### src/design/assert_macros.svh
// assertion helpers for the decoder modules, included by chd_back
// each macro expects aclk and aresetn in scope
`ifndef ASSERT_MACROS_SVH
`define ASSERT_MACROS_SVH

// property must hold at every clock edge out of reset
`define CHD_ASSERT(lbl, prop, msg) \
    lbl: assert property (@(posedge aclk) disable iff (!aresetn) (prop)) \
        else $error(msg);

// condition must never be true out of reset
`define CHD_NEVER(lbl, cond, msg) \
    lbl: assert property (@(posedge aclk) disable iff (!aresetn) !(cond)) \
        else $error(msg);

`endif

### src/design/chd_pkg.sv
// ----------------------------------------------------------------------------
// chd_pkg
// types, constants and helpers shared by the chunked body decoder
// ----------------------------------------------------------------------------
package chd_pkg;

    localparam int SIZE_BITS  = 32;
    localparam int FIFO_DEPTH = 2;
    localparam int PTR_W      = $clog2(FIFO_DEPTH);
    localparam int CNT_W      = $clog2(FIFO_DEPTH + 1);

    localparam logic [7:0] CHAR_CR  = 8'h0D;
    localparam logic [7:0] CHAR_LF  = 8'h0A;
    localparam logic [7:0] CHAR_SP  = 8'h20;
    localparam logic [7:0] CHAR_TAB = 8'h09;

    typedef enum logic [2:0] {
        PH_SIZE  = 3'd0,
        PH_EXT   = 3'd1,
        PH_CR    = 3'd2,
        PH_DATA  = 3'd3,
        PH_TAIL  = 3'd4,
        PH_FINAL = 3'd5,
        PH_DONE  = 3'd6
    } phase_t;

    typedef struct packed {
        logic [7:0] in_byte;
        logic       start_body;
    } in_word_t;

    typedef struct packed {
        logic [7:0] out_byte;
        logic       out_valid;
        logic       body_done;
        logic       malformed;
    } out_word_t;

    // classified byte handed from front to back
    typedef struct packed {
        logic [7:0] data;
        logic       start_body;
        logic       is_hex;
        logic [3:0] hex_val;
        logic       is_blank;
        logic       is_cr;
        logic       is_lf;
    } token_t;

    function automatic logic [4:0] hex_decode(input logic [7:0] c);
        logic [4:0] r;
        begin
            r = 5'b0_0000;
            if (c >= 8'h30 && c <= 8'h39) begin
                r = {1'b1, 4'(c - 8'h30)};
            end else if (c >= 8'h61 && c <= 8'h66) begin
                r = {1'b1, 4'(c - 8'h57)};
            end else if (c >= 8'h41 && c <= 8'h46) begin
                r = {1'b1, 4'(c - 8'h37)};
            end
            return r;
        end
    endfunction

endpackage

### src/design/chd_front.sv
// ----------------------------------------------------------------------------
// chd_front
// accepts input words and classifies each byte into a token for the queue
// ----------------------------------------------------------------------------
module chd_front (
    input  logic              s_valid,
    output logic              s_ready,
    input  chd_pkg::in_word_t s_data,
    input  logic              q_full,
    output logic              q_push,
    output chd_pkg::token_t   q_token
);
    import chd_pkg::*;

    logic [4:0] hex_w;

    assign hex_w   = hex_decode(s_data.in_byte);
    assign s_ready = !q_full;
    assign q_push  = s_valid && !q_full;

    always_comb begin
        q_token.data       = s_data.in_byte;
        q_token.start_body = s_data.start_body;
        q_token.is_hex     = hex_w[4];
        q_token.hex_val    = hex_w[3:0];
        q_token.is_blank   = (s_data.in_byte == CHAR_SP) || (s_data.in_byte == CHAR_TAB);
        q_token.is_cr      = (s_data.in_byte == CHAR_CR);
        q_token.is_lf      = (s_data.in_byte == CHAR_LF);
    end

endmodule

### src/design/chd_fifo.sv
// ----------------------------------------------------------------------------
// chd_fifo
// short token queue between front and back
// ----------------------------------------------------------------------------
module chd_fifo (
    input  logic            aclk,
    input  logic            aresetn,
    input  logic            push,
    input  chd_pkg::token_t push_token,
    output logic            full,
    input  logic            pop,
    output logic            not_empty,
    output chd_pkg::token_t pop_token
);
    import chd_pkg::*;

    token_t           mem_reg [FIFO_DEPTH];
    logic [PTR_W-1:0] wr_ptr_reg, wr_ptr_next;
    logic [PTR_W-1:0] rd_ptr_reg, rd_ptr_next;
    logic [CNT_W-1:0] count_reg, count_next;

    assign full      = (count_reg == CNT_W'(FIFO_DEPTH));
    assign not_empty = (count_reg != '0);
    assign pop_token = mem_reg[rd_ptr_reg];

    always_comb begin
        wr_ptr_next = push ? wr_ptr_reg + 1'b1 : wr_ptr_reg;
        rd_ptr_next = pop ? rd_ptr_reg + 1'b1 : rd_ptr_reg;
        count_next  = count_reg;
        if (push && !pop) begin
            count_next = count_reg + 1'b1;
        end else if (pop && !push) begin
            count_next = count_reg - 1'b1;
        end
    end

    always_ff @(posedge aclk) begin
        if (!aresetn) begin
            wr_ptr_reg <= '0;
            rd_ptr_reg <= '0;
            count_reg  <= '0;
        end else begin
            wr_ptr_reg <= wr_ptr_next;
            rd_ptr_reg <= rd_ptr_next;
            count_reg  <= count_next;
        end
    end

    always_ff @(posedge aclk) begin
        if (push) begin
            mem_reg[wr_ptr_reg] <= push_token;
        end
    end

endmodule

### src/design/chd_back.sv
// ----------------------------------------------------------------------------
// chd_back
// chunk parser state machine with registered result word
// ----------------------------------------------------------------------------
`include "assert_macros.svh"

module chd_back (
    input  logic               aclk,
    input  logic               aresetn,
    input  logic               q_not_empty,
    input  chd_pkg::token_t    q_token,
    output logic               q_pop,
    output logic               m_valid,
    input  logic               m_ready,
    output chd_pkg::out_word_t m_data
);
    import chd_pkg::*;

    phase_t               phase_reg, phase_next;
    logic [SIZE_BITS-1:0] remain_reg, remain_next;
    logic [1:0]           skip_reg, skip_next;
    logic                 digit_reg, digit_next;
    logic                 err_reg, err_next;
    logic                 m_valid_reg, m_valid_next;
    out_word_t            m_data_reg, m_data_next;

    phase_t               phase_cur;
    logic [SIZE_BITS-1:0] remain_cur;
    logic [1:0]           skip_cur, skip_inc;
    logic                 digit_cur, err_cur, done_w;

    assign q_pop   = q_not_empty && (!m_valid_reg || m_ready);
    assign m_valid = m_valid_reg;
    assign m_data  = m_data_reg;

    always_comb begin
        // start of a new body wipes the parser first
        phase_cur  = q_token.start_body ? PH_SIZE : phase_reg;
        remain_cur = q_token.start_body ? '0 : remain_reg;
        skip_cur   = q_token.start_body ? 2'd0 : skip_reg;
        digit_cur  = q_token.start_body ? 1'b0 : digit_reg;
        err_cur    = q_token.start_body ? 1'b0 : err_reg;
        skip_inc   = skip_cur + 2'd1;

        phase_next  = phase_cur;
        remain_next = remain_cur;
        skip_next   = skip_cur;
        digit_next  = digit_cur;
        err_next    = err_cur;
        m_data_next = m_data_reg;
        m_data_next.out_byte  = 8'h00;
        m_data_next.out_valid = 1'b0;

        case (phase_cur)
            PH_SIZE: begin
                if (q_token.is_hex) begin
                    if (remain_cur[SIZE_BITS-1 -: 4] != 4'h0) begin
                        err_next   = 1'b1;
                        phase_next = PH_DONE;
                    end else begin
                        remain_next = {remain_cur[SIZE_BITS-5:0], q_token.hex_val};
                        digit_next  = 1'b1;
                    end
                end else if (!digit_cur && q_token.is_blank) begin
                    phase_next = PH_SIZE;
                end else if (!digit_cur) begin
                    err_next   = 1'b1;
                    phase_next = PH_DONE;
                end else begin
                    phase_next = q_token.is_cr ? PH_CR : PH_EXT;
                end
            end
            PH_EXT: begin
                if (q_token.is_cr) begin
                    phase_next = PH_CR;
                end
            end
            PH_CR: begin
                if (q_token.is_lf) begin
                    skip_next  = 2'd0;
                    phase_next = (remain_cur == '0) ? PH_FINAL : PH_DATA;
                end else if (!q_token.is_cr) begin
                    phase_next = PH_EXT;
                end
            end
            PH_DATA: begin
                m_data_next.out_byte  = q_token.data;
                m_data_next.out_valid = 1'b1;
                remain_next           = remain_cur - 1'b1;
                if (remain_cur == SIZE_BITS'(1)) begin
                    skip_next  = 2'd0;
                    phase_next = PH_TAIL;
                end
            end
            PH_TAIL: begin
                skip_next = skip_inc;
                if (skip_inc >= 2'd2) begin
                    // next size line
                    phase_next  = PH_SIZE;
                    remain_next = '0;
                    skip_next   = 2'd0;
                    digit_next  = 1'b0;
                end
            end
            PH_FINAL: begin
                skip_next = skip_inc;
                if (skip_inc >= 2'd2) begin
                    phase_next = PH_DONE;
                end
            end
            default: begin
                phase_next = PH_DONE;
            end
        endcase

        done_w                = (phase_next == PH_DONE);
        m_data_next.body_done = done_w;
        m_data_next.malformed = done_w && err_next;

        m_valid_next = m_valid_reg;
        if (q_pop) begin
            m_valid_next = 1'b1;
        end else if (m_ready) begin
            m_valid_next = 1'b0;
        end
    end

    always_ff @(posedge aclk) begin
        if (!aresetn) begin
            phase_reg   <= PH_SIZE;
            remain_reg  <= '0;
            skip_reg    <= 2'd0;
            digit_reg   <= 1'b0;
            err_reg     <= 1'b0;
            m_valid_reg <= 1'b0;
        end else begin
            m_valid_reg <= m_valid_next;
            if (q_pop) begin
                phase_reg  <= phase_next;
                remain_reg <= remain_next;
                skip_reg   <= skip_next;
                digit_reg  <= digit_next;
                err_reg    <= err_next;
            end
        end
    end

    always_ff @(posedge aclk) begin
        if (q_pop) begin
            m_data_reg <= m_data_next;
        end
    end

    `CHD_NEVER(a_data_count_zero, (phase_reg == PH_DATA) && (remain_reg == '0), "payload phase with nothing left")
    `CHD_ASSERT(a_malformed_done, (m_valid_reg && m_data_reg.malformed) |-> m_data_reg.body_done, "malformed without body_done")
    `CHD_NEVER(a_payload_after_done, m_valid_reg && m_data_reg.out_valid && m_data_reg.body_done, "payload word flagged done")
    `CHD_ASSERT(a_stall_holds, (m_valid_reg && !m_ready) |=> (m_valid_reg && $stable(m_data_reg) && $stable(phase_reg)), "stalled result or state changed")

endmodule

### src/design/http_chunked_body_decoder_top.sv
// an accepted word is written into the token queue, then parsed into the registered result word on m_
// throughput: one word per cycle while m_ready does not stall the result register in chd_back
// a two-entry token queue lets input and output stall independently
// reset: aresetn, synchronous, active low; parser returns to the size line start
// and both queue and output register come up empty
// ----------------------------------------------------------------------------
// http_chunked_body_decoder_top
// decodes an http/1.1 chunked body, one raw byte per word, into payload bytes
// ----------------------------------------------------------------------------
module http_chunked_body_decoder_top (
    input  logic               aclk,
    input  logic               aresetn,
    input  logic               s_valid,
    output logic               s_ready,
    input  chd_pkg::in_word_t  s_data,
    output logic               m_valid,
    input  logic               m_ready,
    output chd_pkg::out_word_t m_data
);
    import chd_pkg::*;

    // front to queue
    logic   q_push;
    logic   q_full;
    token_t push_token;

    // queue to back
    logic   q_pop;
    logic   q_not_empty;
    token_t pop_token;

    // front: classify each byte (hex digit, blank, cr, lf) as it is taken
    chd_front u_front (
        .s_valid (s_valid),
        .s_ready (s_ready),
        .s_data  (s_data),
        .q_full  (q_full),
        .q_push  (q_push),
        .q_token (push_token)
    );

    // short queue decouples word intake from result delivery
    chd_fifo u_fifo (
        .aclk       (aclk),
        .aresetn    (aresetn),
        .push       (q_push),
        .push_token (push_token),
        .full       (q_full),
        .pop        (q_pop),
        .not_empty  (q_not_empty),
        .pop_token  (pop_token)
    );

    // back: size line parsing, payload pass-through, tail skipping, done flags
    chd_back u_back (
        .aclk        (aclk),
        .aresetn     (aresetn),
        .q_not_empty (q_not_empty),
        .q_token     (pop_token),
        .q_pop       (q_pop),
        .m_valid     (m_valid),
        .m_ready     (m_ready),
        .m_data      (m_data)
    );

endmodule
### config.mk
export PLATFORM = sky130hd
export DESIGN_NAME = http_chunked_body_decoder_top
export DESIGN_NICKNAME = d
export VERILOG_FILES = /design/src/design/chd_pkg.sv /design/src/design/chd_front.sv /design/src/design/chd_fifo.sv /design/src/design/chd_back.sv /design/src/design/http_chunked_body_decoder_top.sv
export VERILOG_INCLUDE_DIRS = /design/src /design/src/design
export SDC_FILE = /design/constraint.sdc
export NUM_CORES = 1
export LEC_CHECK = 0
export ABC_CLOCK_PERIOD_IN_PS = 4100
export BUFFER_PORTS_ARGS = -buffer_cell sky130_fd_sc_hd__buf_2
export CORE_MARGIN = 2
export CORE_UTILIZATION = 60
export DETAILED_ROUTE_END_ITERATION = 8
export PLACE_DENSITY_LB_ADDON = 0.3
export RECOVER_POWER = 25
export SLEW_MARGIN = 40
export SYNTH_ARGS = -nofsm -noshare
export SYNTH_HDL_FRONTEND = slang
export SYNTH_SLANG_ARGS = --single-unit
### constraint.sdc
create_clock -name aclk -period 4.1 [get_ports aclk]
set_clock_uncertainty 0.2 [all_clocks]
set_input_delay 1.025 -clock aclk [delete_from_list [all_inputs] [get_ports aclk]]
set_output_delay 1.025 -clock aclk [all_outputs]
set_load 0.02 [all_outputs]
---- Word-level counts from Yosys, hierarchy flattened ----
Memories as Yosys holds them, arrays and structs flattened. A register that Yosys moved wholly into a read port is not among the register bits.
Index checks and enable logic that the tools add are counted.
Widths: inputs -> output; s select.
operators by class
  add/subtract/negate cells ............... 9
  $lt $le $gt $ge ......................... 7
  equality and inequality tests ........... 12
  multiplexer cells ....................... 47
  reductions and logical operators ........ 22
operators by type and width
  cell                   number
  $mux 32                4
  $pmux 32 s3            1
  $mux 3                 12
  $eq 32x1->1 const B    1
  $logic_not 32->1       1
  $sub 32x1->32 const B  1
  $eq 8x4->1 const B     3
  $pmux 3 s6             1
  $mux 1                 17
  $ge 8x7->1 const B     2
  $le 8x7->1 const B     2
  $mux 5                 3
  $mux 2                 7
  $eq 3x3->1 const B     3
  $logic_and 1x1->1      9
  $eq 8x6->1 const B     1
  $ge 8x6->1 const B     1
  $le 8x6->1 const B     1
  $pmux 2 s4             1
  $sub 4x3->4 const B    2
  $eq 3x2->1 const B     2
  $reduce_bool 2->1      3
  $logic_not 1->1        5
  $add 2x1->2 const B    2
  10 further kinds       12
word-level totals
  flip-flop bits (word level) ............. 55
  bits in writable memories ............... 34
  input port bits ......................... 13
  output and inout bits ................... 13
  logic and storage cells ................. 111
  memories kept ........................... 1
memories
  name            words  bits a word  rd ports  clocked after memory_dff  wr ports  line            RTL
  u_fifo.mem_reg  2      17           1         1                         1         chd_fifo.sv:17  token_t mem_reg [FIFO_DEPTH];

---- Logic depth before layout (Yosys ltp) ----
Gate-level depths: netlist (run 1).
  depth in word-level cells ............... 8
  mapped depth ............................ 14
  depth with buffers taken out ............ 9

---- Cells and area by module ----
A second synthesis (run 1) with hierarchy kept.
second synthesis, totals
  cell total of the unflattened synthesis .. 624
  area, all modules ....................... 5,487.8 sq um
modules (own cells, without submodules)
  module     instances  cells an instance  area each (sq um)  seq. area each (sq um)
  chd_back   1          502                3,712.3            1,131.1
  chd_fifo   1          75                 1,446.4            1,121.1
  chd_front  1          47                 329.1              0.0

---- Worst setup path before layout (run 1) ----
OpenSTA, ideal clock, no wires.
  path type ............................... reg2reg
  from .................................... reg with a tool-made name
  to ...................................... reg u_back.remain_reg[10]
  setup time .............................. 70 ps
  data arrival time ....................... 3,143 ps
  required time ........................... 3,830 ps
  setup slack ............................. 686 ps
  stages on the path, launching flop included .. 15
  buffers on the path ..................... 5
  period minus slack after synthesis ...... 3,414 ps
  cell sequence ........................... dfxtp_1 -> buf_2 -> mux2i_2 -> buf_2 -> buf_4 -> clkbuf_1 -> nand2_1 -> ha_1 -> nand2b_1 -> a21oi_1 -> o21a_1 -> o22a_1 -> buf_2 -> o211ai_1 -> a21oi_1
RTL lines
  item                  line             RTL
  to (signal assigned)  chd_back.sv:140  remain_reg <= remain_next;
  to (decl)             chd_back.sv:20   logic [SIZE_BITS-1:0] remain_reg, remain_next;

==> results of run 1 <==
-- cell families (layout without fill, tap and decap cells) --
| logic type | Yosys count | in the layout | synth area share |
|---|---|---|---|
| AOI/OAI and AO/OA | 188 | 188 | 0.2432 |
| xor gates and xnor gates | 8 | 8 | 0.01378 |
| adders and majority gates | 8 | 8 | 0.01970 |
| buffers and inverters | 53 | 64 | 0.04579 |
| DFF | 90 | 90 | 0.4431 |
| muxes | 18 | 18 | 0.03717 |
| and+or+nand+nor | 193 | 193 | 0.1972 |
-- cells in the mapped netlist (12+ instances only) --
cell type / count / area, sq um
nor2_1: 56 / 210.2
nand2_1: 49 / 183.9
dfxtp_1: 45 / 900.9
edfxtp_1: 45 / 1351
a21oi_1: 44 / 220.2
o21ai_0: 39 / 195.2
clkbuf_1: 23 / 86.33
a31oi_1: 14 / 87.58
nand3_1: 14 / 70.07
o211ai_1: 14 / 105.1
mux2i_1: 13 / 130.1
nor3_1: 13 / 65.06
buf_2: 12 / 60.06
-- metal layers --
| metal | up-vias | wire [um] |
|---|---|---|
| met5 | - | 0 |
| met4 | 0 | 302 |
| met3 | 29 | 1102 |
| met2 | 271 | 5598 |
| met1 | 2090 | 5619 |
| li1 | 2122 | - |
-- critical path: stages (launching register included) --
cell      delay (ns)
dfxtp_1         0.41
mux2i_4         0.30
nand2_1         0.09
ha_1            0.32
nand2b_1        0.16
a21oi_1         0.41
o21a_1          0.20
o22a_1          0.52
o21ai_0         0.19
a41oi_1         0.22
-- path summary, 6_finish.rpt --
check	startpoint	to	slack, ns
max reg2reg	flip-flop	u_back.remain_reg[6]	1.02
max	flip-flop	u_back.remain_reg[6]	1.02
min reg2reg	u_back.err_reg	u_back.err_reg	0.30
min	u_back.err_reg	u_back.err_reg	0.30
-- area by class of cell --
cell class / instances / area share
Multi-Input combinational cell: 415 / 0.4793
Tap cell: 105 / 0.02416
Inverter: 12 / 0.008283
Clock buffer: 9 / 0.02278
Timing Repair Buffer: 36 / 0.03774
Clock inverter: 7 / 0.01358
Sequential cell: 90 / 0.4142
-- power by group through the flow --
stage	clock (mW)	combinational (mW)	sequential [mW]
after floorplan	0	1.49	1.37
after CTS	0.624	1.96	1.37
after global placement	0	1.95	1.38
final	0.617	2.02	1.38
after global routing	0.657	2.20	1.40
after detailed placement	0	1.95	1.38
-- through the flow --
step	power [mW]	hold WS, ns	std cells	utilization
floorplan	2.855	0.2500	558	-
global placement	3.327	0.2617	657	0.6386
detailed placement	3.339	0.2859	657	0.6386
global route	4.252	0.3422	674	0.6618
finish	4.012	0.2970	674	0.6618
CTS	3.956	0.3006	673	0.6627
==> metrics.cfg, run 1 <==
[yosys]
syn_area_per_cell_sq_um = 9.108
async_flop_share = 0
synth_seq_area_share = 0.4431
synth_warnings = 0
synth-edff-count = 45
synth_nets = 579
synthCells = 558
synth_area_sq_um = 5082
synth_cell_types = 77
ys.flop_type = edfxtp_1
ys_ff_latch = 90

[clock_tree]
cts_sinks = 90
ctsRootBufferMaster = clkbuf_8
cts_tree = yes
htree_levels = 3
insertion_delay_ns = 0.38
cts_inserted_buffers = 9
ctsHoldBuffers = 0
post_cts_buffers = 0
clockBufferDepth = 2
path_clk_slew_ns = 0.11
ctsResizeCount = 0

[sta]
finalCritPeriodShare = 0.7516
setup_viol = 0
hold_viol = 0
worst_slack_ns = 1.018
period_needed_ns = 3.082
rsz0062_at_grt = false
tns_ns = 0
fmax_mhz = 324.5
maxSlewHeadroom = 0.3603
drv_slew = 0
tightest_slew_ns = 0.9595

[detailed_routing]
vias = 4512
drtAntennaViolNets = 0
first_pass_iters = 5
drt-wirelength-per-cell_um = 18.73
first_iter_violations = 490
vias_per_cell = 6.694
wl_um = 12620
drc = 0

[layout]
final_cell_area_sq_um = 5438
multiInputGateArea_sq_um = 2606
final_common_cell = nor2_1
antenna_cells = 0
largest_reg_flops = 34
regArea_sq_um = 2252
layout.nets = 585
n_fill_cell = 655
area_growth_pct = 6.992
drive_gt1_frac = 0.1213
final_cell_mix = nor2_1 (56), nand2_1 (49), dfxtp_1 (45), edfxtp_1 (45), a21oi_1 (44)

[power_and_ir_drop]
sw_frac_of_total = 0.4782
pwr-share-seq = 0.343
power.internal_mw = 2.094
p_sw_mw = 1.919
peakVddDrop_v = 0.0004296
p_per_area_nw_per_um2 = 737.9
p_comb_frac = 0.503
leakage_nw = 1.906
clockPowerShare = 0.154

[global_routing]
overflow = 0
grt_util_met2 = 0.4300
grt_pass1_wl_um = 20640
met3_usage = 0.04699
grt_start_max_net_pins = 40
grt_pass1_vias = 4163
met1_usage = 0.4199
grt_busiest_layer = met2
grt_usage = 0.2893
antenna_found_initial = 0

[die]
die_height_um = 96.04
die-area_sq_um = 9223
io_pins = 26
std_cell_rows = 33
dieWidth_um = 96.04
initial_utilization = 0.6185
coreArea_sq_um = 8217

[place]
hpwl_um = 8501
dp_slack_ns = 1.070
placed_area_sq_um = 5248
port_buffers = 25
place_congestion = 0.9444

[critical_path]
crit_path_start_kind = flip-flop
crit_type = flip-flop to flip-flop
arrival_ns = 3.19
critPathCaptureType = flip-flop
reg2reg_depth = 9
required_ns = 4.20
crit_fanout = 14

[hold_path]
holdCritPathClass = flip-flop to flip-flop
whs_path_depth = 2

[flow_run]
drv_cap = 0

[run_status]
status = complete, no violations

(Power assumes the default switching activity.)
==> inputs of run 2 (changes only) <==
- ABC_CLOCK_PERIOD_IN_PS: 4100 -> 2500
- CORE_UTILIZATION: 60 -> 56
- clock period: 4.1 -> 2.5 ns (I/O delays scaled with it)
==> run 2 against run 1 <==
  * Total power is 83% higher
  * Critical endpoint is now u_back.remain_reg[9]
  * Via count is 5.7% higher
  * Utilization is 2.5 points higher
  * Clock power is 61% higher
  * Largest cell class unchanged
  * Final cell count is 9.1% higher
  * Flip-flop and latch count stayed put
==> metrics.cfg, run 2 (same netlist as run 1, synthesis figures left out) <==
[detailed_routing]
drc = 0  ; unchanged
vias = 4770  ; was 4,512
wl_um = 13320  ; was 12,620 um
first_iter_violations = 362  ; was 490
drt-wirelength-per-cell_um = 18.12  ; was 18.73 um
vias_per_cell = 6.490  ; was 6.694
drtAntennaViolNets = 0  ; unchanged
first_pass_iters = 5  ; unchanged

[critical_path]
rr_startpoint = u_fifo.mem_reg[0][8]
worstPathCellList = mux2i_4, nand2_4, ha_4, nand2b_4, a21oi_4, o21a_1, o22a_2, buf_4, o211ai_1, a21oi_1  ; was mux2i_4, nand2_1, ha_1, nand2b_1, a21oi_1, o21a_1, o22a_1, o21ai_0, a41oi_1
crit_path_start_kind = flip-flop  ; unchanged
crit_type = flip-flop to flip-flop  ; unchanged
critical_path.startpoint = u_fifo.mem_reg[0][8]
critPathCaptureType = flip-flop  ; unchanged
reg2reg_depth = 10  ; was 9
required_ns = 2.55  ; was 4.20 ns
crit_fanout = 5  ; was 14
crit_family = compound AO/OA/AOI/OAI gates  ; unchanged
arrival_ns = 2.55  ; was 3.19 ns
timing.rr.end = u_back.remain_reg[9]  ; was u_back.remain_reg[6]
crit_buf_inv = 1  ; was 0
cp_slowest_stage_delay_ns = 0.44  ; was 0.52 ns
reg2reg_slack_ns = 0.0006  ; was 1.02 ns
critPathSlowestCell = edfxtp_1  ; was o22a_1

[hold_path]
min-delay-start = u_back.err_reg  ; unchanged
holdCritPathClass = flip-flop to flip-flop  ; unchanged
whs_path_depth = 2  ; unchanged
whs_endpoint = u_back.err_reg  ; unchanged

[sta]
period_needed_ns = 2.499  ; was 3.082 ns
fmax_mhz = 400.1  ; was 324.5 MHz
setup_viol = 0  ; unchanged
drv_slew = 0  ; unchanged
hold_viol = 0  ; unchanged
tns_ns = 0  ; unchanged
rsz0062_at_grt = true  ; was false
tightest_slew_ns = 0.9822  ; was 0.9595 ns
maxSlewHeadroom = 0.3452  ; was 0.3603
worst_slack_ns = 0.0006373  ; was 1.018 ns
finalCritPeriodShare = 0.9997  ; was 0.7516
whs_ns = 0.2984  ; was 0.2970 ns

[clock_tree]
insertion_delay_ns = 0.37  ; was 0.38 ns
ctsRootBufferMaster = clkbuf_8  ; unchanged
clockBufferDepth = 2  ; unchanged
path_clk_slew_ns = 0.11  ; about the same
cts_sinks = 90  ; unchanged
cts_tree = yes  ; unchanged
htree_levels = 3  ; unchanged
cts_inserted_buffers = 9  ; unchanged

[place]
hpwl_um = 9513  ; was 8501 um
dp_slack_ns = 0.02761  ; was 1.070 ns
place_congestion = 0.9140  ; was 0.9444
port_buffers = 25  ; unchanged

[layout]
final_cell_mix = buf_4 (63), nor2_1 (56), nand2_1 (45), edfxtp_1 (45), dfxtp_1 (44)  ; was nor2_1 (56), nand2_1 (49), dfxtp_1 (45), edfxtp_1 (45), a21oi_1 (44)
area_growth_pct = 18.37  ; was 6.992%
n_fill_cell = 688  ; was 655
largest_reg_flops = 34  ; unchanged
layout.nets = 643  ; was 585
antenna_cells = 0  ; unchanged
regArea_sq_um = 2256  ; was 2252 sq um
multiInputGateArea_sq_um = 2700  ; was 2606 sq um
drive_gt1_frac = 0.2233  ; was 0.1213
final_common_cell = buf_4  ; was nor2_1

[die]
die_height_um = 99.27  ; was 96.04 um
std_cell_rows = 34  ; was 33
die-area_sq_um = 9854  ; was 9223 sq um
coreArea_sq_um = 8763  ; was 8217 sq um
initial_utilization = 0.5800  ; was 0.6185
io_pins = 26  ; unchanged
dieWidth_um = 99.27  ; was 96.04 um

[global_routing]
antenna_found_initial = 0  ; unchanged
grt_start_max_net_pins = 26  ; was 40
overflow = 0  ; unchanged
grt_usage = 0.2767  ; was 0.2893
grt_pass1_wl_um = 22010  ; was 20,640 um
grt_pass1_vias = 4500  ; was 4,163

[run_status]
status = complete, no violations  ; unchanged

[flow_run]
drv_cap = 0  ; unchanged

[power_and_ir_drop]
peakVddDrop_v = 0.0007159  ; was 0.0004296 V
leakage_nw = 2.245  ; was 1.906 nW
p_per_area_nw_per_um2 = 1220  ; was 737.9 nW/um^2

-- run 2: cell count changes in the layout (fill, tap and decap cells not counted), moves of 3 or more --
cell,previous run,this run
inv_8,5,1
nand2_1,49,45
buf_4,9,63
inv_6,0,4
nand2_4,0,3
-- run 2: repair_timing --
item / 4_1_cts / 5_1_grt
buffers inserted: 0 / 1
gates resized for setup: 1 / 14
cloned: 0 / 1
pin swaps: 0 / 10
setup endpoints to repair: 1 / 27
hold buffers: 0 / 0
-- run 2: where the power goes --
| part | leakage [nW] | internal (mW) | switching [mW] |
|---|---|---|---|
| sequential | 0.799 | 1.93 | 0.213 |
| combinational | 1.34 | 1.68 | 2.53 |
| clock | 0.102 | 0.397 | 0.598 |
| total | 2.25 | 4.00 | 3.34 |
-- run 2: routing by layer --
layer  vias up  wire, um  global-route usage
met5         -         0                   0
met4         0       245              0.1022
met3        29      1015             0.04427
met1      2259      5789              0.3862
li1       2228         -                   -
met2       254      6266              0.4376
-- run 2: how the worst max path moves through the flow --
stage	endpoint	slack [ns]	cells after the start
6_report	u_back.remain_reg[9]	0.0006	10
2_1_floorplan	u_back.remain_reg[9]	-0.30	14
3_5_place_dp	u_back.remain_reg[28]	0.03	7
5_1_grt	u_back.remain_reg[17]	-0.07	10
4_1_cts	u_back.remain_reg[13]	0.02	7
3_3_place_gp	u_back.m_data[0]	0.07	6
-- run 2: cell type report --
class	count	area share
Clock inverter	7	0.01310
Sequential cell	90	0.3750
Multi-Input combinational cell	415	0.4488
Tap cell	108	0.02246
Inverter	12	0.008319
Timing Repair Buffer	94	0.1117
Clock buffer	9	0.02059
-- run 2: tightest hold or removal path: stages (launching register included) --
cell,delay [ns]
dfxtp_1,0.33
o21ai_0,0.07
a21oi_1,0.06
-- run 2: stage by stage --
step	util	power, mW	area (sq um)	cells
after CTS	0.6808	7.148	5966	733
after floorplan	-	4.819	5192	558
after detailed placement	0.6573	6.144	5761	717
final	0.6865	7.339	6016	735
after global routing	0.6865	7.765	6016	735
after global placement	0.6573	6.087	5761	717
